<file path="config.mk">
export PLATFORM = sky130hd
export DESIGN_NAME = double_ended_queue
export DESIGN_NICKNAME = d
export VERILOG_FILES = /design/src/rtl/core/dq_pkg.sv /design/src/rtl/core/double_ended_queue.sv /design/src/rtl/core/dq_ram.sv
export SDC_FILE = /design/constraint.sdc
export NUM_CORES = 2
export LEC_CHECK = 0
export ABC_CLOCK_PERIOD_IN_PS = 14200
export BUFFER_PORTS_ARGS = -buffer_cell sky130_fd_sc_hd__buf_4
export CAP_MARGIN = 20
export CORE_MARGIN = 4
export CORE_UTILIZATION = 40
export DETAILED_ROUTE_END_ITERATION = 10
export GPL_ROUTABILITY_DRIVEN = 1
export PLACE_DENSITY = 0.61
export SYNTH_ARGS = -nofsm -noshare
export SYNTH_HDL_FRONTEND = slang
export SYNTH_SLANG_ARGS = --single-unit
</file>
<file path="constraint.sdc">
create_clock -name clk -period 14.2 [get_ports clk]
set_input_delay 4.26 -clock clk [delete_from_list [all_inputs] [get_ports clk]]
set_output_delay 4.26 -clock clk [all_outputs]
set_load 0.05 [all_outputs]
</file>
<file path="src/rtl/core/dq_pkg.sv">
package dq_pkg;

  typedef struct packed {
    logic [2:0]  opcode;
    logic [31:0] tag_in;
  } cmd_t;

  typedef struct packed {
    logic [1:0]  status;
    logic [31:0] tag_out;
    logic [6:0]  position;
    logic        last;
  } rsp_t;

  localparam logic [2:0] OP_PUSH_REAR  = 3'd0;
  localparam logic [2:0] OP_POP_FRONT  = 3'd1;
  localparam logic [2:0] OP_PUSH_FRONT = 3'd2;
  localparam logic [2:0] OP_POP_REAR   = 3'd3;
  localparam logic [2:0] OP_LIST       = 3'd4;

  localparam logic [1:0] ST_OK        = 2'd0;
  localparam logic [1:0] ST_OVERFLOW  = 2'd1;
  localparam logic [1:0] ST_UNDERFLOW = 2'd2;

endpackage

</file>
<file path="src/rtl/core/double_ended_queue.sv">
// Channel   Direction  Word    Handshake
// cmd       in         cmd_t   cmd_valid / cmd_stall
// rsp       out        rsp_t   rsp_valid / rsp_stall
//
// A push, and any overflow or underflow, yields one word.
// A pop yields one word, after the registered read of the tag RAM.
// A list yields one word per stored entry, one word per cycle while rsp is not stalled.
// Reset clears the pointers and the count; the tag RAM is not cleared.
// A stalled response holds the block; no command is taken until it drains.
module double_ended_queue #(
  parameter int DEPTH     = 64,
  parameter int TAG_WIDTH = 32
) (
  input  logic         clk,
  input  logic         rst,
  input  logic         cmd_valid,
  output logic         cmd_stall,
  input  dq_pkg::cmd_t cmd,
  output logic         rsp_valid,
  input  logic         rsp_stall,
  output dq_pkg::rsp_t rsp
);

  import dq_pkg::*;

  localparam int AW = $clog2(DEPTH);
  localparam int CW = $clog2(DEPTH + 1);
  localparam logic [AW-1:0] LAST_SLOT = AW'(DEPTH - 1);
  localparam logic [CW-1:0] FULL_COUNT = CW'(DEPTH);

  typedef enum logic {S_IDLE, S_READ} state_t;

  state_t          state;
  logic [AW-1:0]   head;
  logic [AW-1:0]   tail;
  logic [CW-1:0]   occupancy;
  logic [AW-1:0]   cur_addr;
  logic [CW-1:0]   pos;
  logic            is_list;

  logic            out_free;
  logic            take;
  logic            empty;
  logic            full;
  logic            list_done;
  logic            rsp_load;
  logic            ram_we;
  logic [AW-1:0]   ram_waddr;
  logic [TAG_WIDTH-1:0] ram_wdata;
  logic            ram_re;
  logic [AW-1:0]   ram_raddr;
  logic [TAG_WIDTH-1:0] ram_rdata;
  logic [63:0]     tag_wide;
  logic [63:0]     rd_wide;

  function automatic logic [AW-1:0] next_slot(input logic [AW-1:0] a);
    return (a == LAST_SLOT) ? '0 : a + 1'b1;
  endfunction

  function automatic logic [AW-1:0] prev_slot(input logic [AW-1:0] a);
    return (a == '0) ? LAST_SLOT : a - 1'b1;
  endfunction

  assign out_free  = !rsp_valid || !rsp_stall;
  assign cmd_stall = (state != S_IDLE) || !out_free;
  assign take      = cmd_valid && !cmd_stall;
  assign empty     = (occupancy == '0);
  assign full      = (occupancy == FULL_COUNT);
  assign list_done = (pos == occupancy);
  assign tag_wide  = 64'(cmd.tag_in);
  assign ram_wdata = tag_wide[TAG_WIDTH-1:0];
  assign rd_wide   = 64'(ram_rdata);

  assign rsp_load = (state == S_READ) ? out_free :
                    (take && (cmd.opcode inside {OP_PUSH_REAR, OP_PUSH_FRONT} ||
                              (empty && cmd.opcode inside {OP_POP_FRONT, OP_POP_REAR,
                                                           OP_LIST})));

  // Writes happen only when a command is taken in idle and reads of the same
  // entry come no earlier than the cycle after the write, so no forwarding is needed.
  always_comb begin
    ram_we    = 1'b0;
    ram_waddr = tail;
    ram_re    = 1'b0;
    ram_raddr = head;
    if (take) begin
      unique case (cmd.opcode) inside
        OP_PUSH_REAR: begin
          ram_we    = !full;
          ram_waddr = tail;
        end
        OP_PUSH_FRONT: begin
          ram_we    = !full;
          ram_waddr = prev_slot(head);
        end
        OP_POP_FRONT, OP_LIST: begin
          ram_re    = !empty;
          ram_raddr = head;
        end
        OP_POP_REAR: begin
          ram_re    = !empty;
          ram_raddr = prev_slot(tail);
        end
        default: begin
        end
      endcase
    end else if (state == S_READ && out_free && is_list && !list_done) begin
      ram_re    = 1'b1;
      ram_raddr = next_slot(cur_addr);
    end
  end

  dq_ram #(
    .WIDTH(TAG_WIDTH),
    .DEPTH(DEPTH)
  ) u_ram (
    .clk  (clk),
    .we   (ram_we),
    .waddr(ram_waddr),
    .wdata(ram_wdata),
    .re   (ram_re),
    .raddr(ram_raddr),
    .rdata(ram_rdata)
  );

  always_ff @(posedge clk) begin
    if (rst) begin
      state     <= S_IDLE;
      head      <= '0;
      tail      <= '0;
      occupancy <= '0;
      cur_addr  <= '0;
      pos       <= '0;
      is_list   <= 1'b0;
      rsp_valid <= 1'b0;
    end else begin
      if (rsp_valid && !rsp_stall && !rsp_load) begin
        rsp_valid <= 1'b0;
      end
      unique case (state)
        S_IDLE: begin
          if (take) begin
            unique case (cmd.opcode) inside
              OP_PUSH_REAR, OP_PUSH_FRONT: begin
                rsp_valid <= 1'b1;
                rsp <= '{status: (full ? ST_OVERFLOW : ST_OK), tag_out: '0,
                         position: '0, last: 1'b1};
                if (!full) begin
                  occupancy <= occupancy + 1'b1;
                  if (cmd.opcode == OP_PUSH_REAR) begin
                    tail <= next_slot(tail);
                  end else begin
                    head <= prev_slot(head);
                  end
                end
              end
              OP_POP_FRONT, OP_POP_REAR, OP_LIST: begin
                if (empty) begin
                  rsp_valid <= 1'b1;
                  rsp <= '{status: ST_UNDERFLOW, tag_out: '0, position: '0,
                           last: 1'b1};
                end else begin
                  state    <= S_READ;
                  cur_addr <= ram_raddr;
                  pos      <= CW'(1);
                  is_list  <= (cmd.opcode == OP_LIST);
                  if (cmd.opcode == OP_POP_FRONT) begin
                    head      <= next_slot(head);
                    occupancy <= occupancy - 1'b1;
                  end else if (cmd.opcode == OP_POP_REAR) begin
                    tail      <= prev_slot(tail);
                    occupancy <= occupancy - 1'b1;
                  end
                end
              end
              default: begin
              end
            endcase
          end
        end
        S_READ: begin
          if (out_free) begin
            rsp_valid <= 1'b1;
            rsp <= '{status: ST_OK, tag_out: rd_wide[31:0],
                     position: (is_list ? 7'(pos) : 7'd0),
                     last: (!is_list || list_done)};
            if (is_list && !list_done) begin
              pos      <= pos + 1'b1;
              cur_addr <= next_slot(cur_addr);
            end else begin
              state <= S_IDLE;
            end
          end
        end
        default: begin
          state <= S_IDLE;
        end
      endcase
    end
  end

  a_no_overlap: assert property (@(posedge clk) disable iff (rst)
    !(ram_we && ram_re))
    else $error("tag RAM read and write in the same cycle");

  a_ptr_count: assert property (@(posedge clk) disable iff (rst)
    (head != tail) |-> (occupancy != '0 && occupancy != FULL_COUNT))
    else $error("pointers disagree with occupancy");

  a_push_count: assert property (@(posedge clk) disable iff (rst)
    (take && !full && (cmd.opcode == OP_PUSH_REAR || cmd.opcode == OP_PUSH_FRONT))
    |=> (occupancy == $past(occupancy) + 1'b1))
    else $error("push did not grow the queue");

  a_list_pos: assert property (@(posedge clk) disable iff (rst)
    (state == S_READ && is_list) |-> (pos != '0 && pos <= occupancy))
    else $error("list position out of range");

endmodule

</file>
<file path="src/rtl/core/dq_ram.sv">
module dq_ram #(
  parameter int WIDTH = 32,
  parameter int DEPTH = 64
) (
  input  logic                     clk,
  input  logic                     we,
  input  logic [$clog2(DEPTH)-1:0] waddr,
  input  logic [WIDTH-1:0]         wdata,
  input  logic                     re,
  input  logic [$clog2(DEPTH)-1:0] raddr,
  output logic [WIDTH-1:0]         rdata
);

  logic [WIDTH-1:0] mem [DEPTH];

  always_ff @(posedge clk) begin
    if (we) begin
      mem[waddr] <= wdata;
    end
    if (re) begin
      rdata <= mem[raddr];
    end
  end

endmodule

</file>
==> results.sh <==
export IMPL_min_from="occupancy[4]$_SDFFE_PP0P_"
export IMPL_finalInstanceArea_um2=95700
export IMPL_drc=0
export IMPL_root_buffer="clkbuf_16"
export IMPL_first_pass_iters=8
export IMPL_cts_sinks=2157
export IMPL_cts_path_max_buffers=3
export IMPL_fin_setup_tns_ps=0
export IMPL_vias_per_cell=5.84
export IMPL_finalClockSkew_ps=33.9
export IMPL_min_period_over_period=0.645
export IMPL_die_h_um=469
export IMPL_grt_max_degree=185
export IMPL_async_reset_ff_frac=0
export IMPL_synth_edf_count=2122
export IMPL_placed_area_um2=89100
export IMPL_antenna_left=0
export IMPL_drt_total_wl_um=243000
export IMPL_avgRoutedWirePerCell_um=26.7
export IMPL_cts_resized_gates=0
export IMPL_ios=83
export IMPL_hpwl_um=119000
export IMPL_start_kind="input pin"
export IMPL_min_period_ps=9150
export IMPL_antenna_found_initial=10
export IMPL_path_clk_slew_ps=60
export IMPL_relSlewSlack=0.185
export IMPL_die_w_um=469
export IMPL_nNetsFinal=6137
export IMPL_min_path_cells=2
export IMPL_vias=53100
export IMPL_worst_ep_required_time_ps=9940
export IMPL_drv_cap=0
export IMPL_final_util=0.452
export IMPL_ys_seq_area_frac=0.756
export IMPL_fmaxAchievable_ghz=0.109
export IMPL_criticalPathCategory="input pin to output pin"
export IMPL_end_kind="output pin"
export IMPL_core_um2=212000
export IMPL_grt_pass1_vias=50200
export IMPL_area_delta_synth_final_pct=12.3
export IMPL_ys_warnings_count=0
export IMPL_reg2reg_from="state$_SDFF_PP0_"
export IMPL_crit_fanout=5
export IMPL_std_cell_rows=169
export IMPL_yosys_cell_types_count=66
export IMPL_hold_violations=0
export IMPL_overflow=0
export IMPL_track_usage=0.213
export IMPL_worst_r2r_endpoint="u_ram.rdata[3]$_DFFE_PP_"
export IMPL_placed_cells=8695
export IMPL_cts_tree="yes"
export IMPL_place_congestion=0.790
export IMPL_powerDensity_nw_per_um2=142
export IMPL_hp_class="register to register"
export IMPL_grt_pass1_wl_um=351000
export IMPL_htreeDepth=4
export IMPL_cts_made_buffers=209
export IMPL_synth_area_per_cell_um2=14.0
export IMPL_synth_area_top_cells="edfxtp_1 75%, nand2_1 5.9%, a21oi_1 3.5%"
export IMPL_clock_latency_ps=830
export IMPL_holdPathEnd="occupancy[4]$_SDFFE_PP0P_"
export IMPL_ys_flop_type="edfxtp_1"
export IMPL_synth_cell_area_um2=85200
export IMPL_synth_top_area_frac=0.748
export IMPL_drv_slew=0
export IMPL_holdBufCountCts=0
export IMPL_r2r_slack_ps=8750
export IMPL_yosys_area_top_type="edfxtp_1"
export IMPL_syn_inst=6093
export IMPL_tightest_slew_ps=1220
export IMPL_status="completed"
export IMPL_rsz0062_at_grt="false"
export IMPL_setup_viol=0
export IMPL_io_buffers=82
export IMPL_r2r_cells=11
export IMPL_ys_seq_elements=2157
export IMPL_start_util=0.402
export IMPL_die_area_um2=220000
export IMPL_postCtsSetupBuffers=0
export IMPL_drt_iter0_markers=6268
export IMPL_vdd_drop_max_uv=121
export IMPL_leakagePower_uw=0.0308
export IMPL_synth_nets=6145
export IMPL_arrival_ps=4890
export IMPL_timing_hold_ws_ps=509
export IMPL_drive_above_1_share=0.0911
export IMPL_final_cells=9092
-- registers in the layout, summed over array words and instances (netlist names) --
| register | flops |
|---|---|
| u_ram.mem | 2048 |
| rsp | 42 |
| u_ram.rdata | 32 |
| occupancy | 7 |
| pos | 7 |
| cur_addr | 6 |
| head | 6 |
| tail | 6 |
| is_list | 1 |
| rsp_valid | 1 |
| state | 1 |
-- synthesized netlist by cell type, types with 7 or more instances --
| cell type | number |
|---|---|
| ha_1 | 12 |
| and3_1 | 46 |
| a22oi_1 | 160 |
| o211ai_1 | 126 |
| o21ai_0 | 41 |
| nor3_1 | 12 |
| nand2_1 | 1335 |
| mux2i_1 | 207 |
| o21ai_1 | 41 |
| dfxtp_1 | 35 |
| buf_2 | 146 |
| a21oi_1 | 594 |
| xnor2_1 | 15 |
| a221oi_1 | 187 |
| inv_1 | 9 |
| nand3_1 | 404 |
| nand4_1 | 8 |
| a31oi_1 | 70 |
| clkbuf_1 | 210 |
| or3_1 | 7 |
| buf_1 | 40 |
| edfxtp_1 | 2122 |
| xor2_1 | 17 |
| a211oi_1 | 9 |
| nor2_1 | 125 |
| buf_4 | 23 |
| and2_1 | 35 |
-- placed cells by master, fill, tap and decap left out, types with 15 or more instances in the layout --
master,synthesis,layout
a21oi_1,594,594
a221oi_1,187,186
a22oi_1,160,159
a31oi_1,70,70
and2_1,35,34
and3_1,46,46
buf_4,23,190
bufinv_16,0,15
clkbuf_1,210,59
clkbuf_16,0,210
clkinv_1,0,60
clkinv_2,0,30
dfxtp_1,35,34
edfxtp_1,2122,2122
mux2i_1,207,207
nand2_1,1335,1334
nand3_1,404,404
nor2_1,125,60
nor2_4,2,67
o211ai_1,126,126
o21ai_0,41,41
o21ai_1,41,41
xnor2_1,15,15
xor2_1,17,17
-- cells by family (layout without fill, tap and decap cells) --
group,count (synthesis),count (layout),share of synthesized area
adders and majority gates,13,13,0.00200
and+or+nand+nor,1996,1996,0.0981
DFF,2157,2157,0.756
xor gates and xnor gates,32,32,0.00329
muxes,213,213,0.0254
other,0,6,0
AOI/OAI and AO/OA,1252,1252,0.0928
buffers and inverters,430,602,0.0222
-- routing by layer --
layer | part of all wire | vias up | global-route usage
met2 | 0.47 | 2617 | 0.338
met1 | 0.41 | 27000 | 0.299
met4 | 0.038 | 4 | 0.0790
met5 | 0.000082 | - | 0
met3 | 0.085 | 436 | 0.0315
li1 | - | 23000 | -
-- through the flow --
| stage | total power [µW] | worst slack, ps |
|---|---|---|
| global placement | 8330 | 5030 |
| finish | 13600 | 5050 |
| detailed placement | 8350 | 5040 |
| CTS | 13700 | 5040 |
| floorplan | 7910 | 5330 |
| global route | 14000 | 5000 |
-- power breakdown --
group          switching (µW)  internal, µW
clock                    2360          3000
combinational             850           311
sequential               23.8          7030
-- layout make-up --
type | count | area, µm²
Fill cell | 18500 | 116000
Sequential cell | 2157 | 64400
Multi-Input combinational cell | 3506 | 19400
Clock buffer | 269 | 5480
Tap cell | 2821 | 3530
Timing Repair Buffer | 201 | 1650
Clock inverter | 122 | 1100
Inverter | 10 | 37.5
Antenna cell | 6 | 15.0
-- worst max path at each step --
stage          startpoint         to  slack, ps
3_3_place_gp    rsp_stall  cmd_stall       5030
2_1_floorplan   rsp_stall  cmd_stall       5330
3_5_place_dp    rsp_stall  cmd_stall       5040
5_1_grt         rsp_stall  cmd_stall       5000
6_report        rsp_stall  cmd_stall       5050
4_1_cts         rsp_stall  cmd_stall       5040
-- worst max-delay path, stage by stage --
cell,delay [ps]
buf_4,130
a21oi_2,230
inv_2,80
buf_4,190
Power figures use the tool's default switching activity.
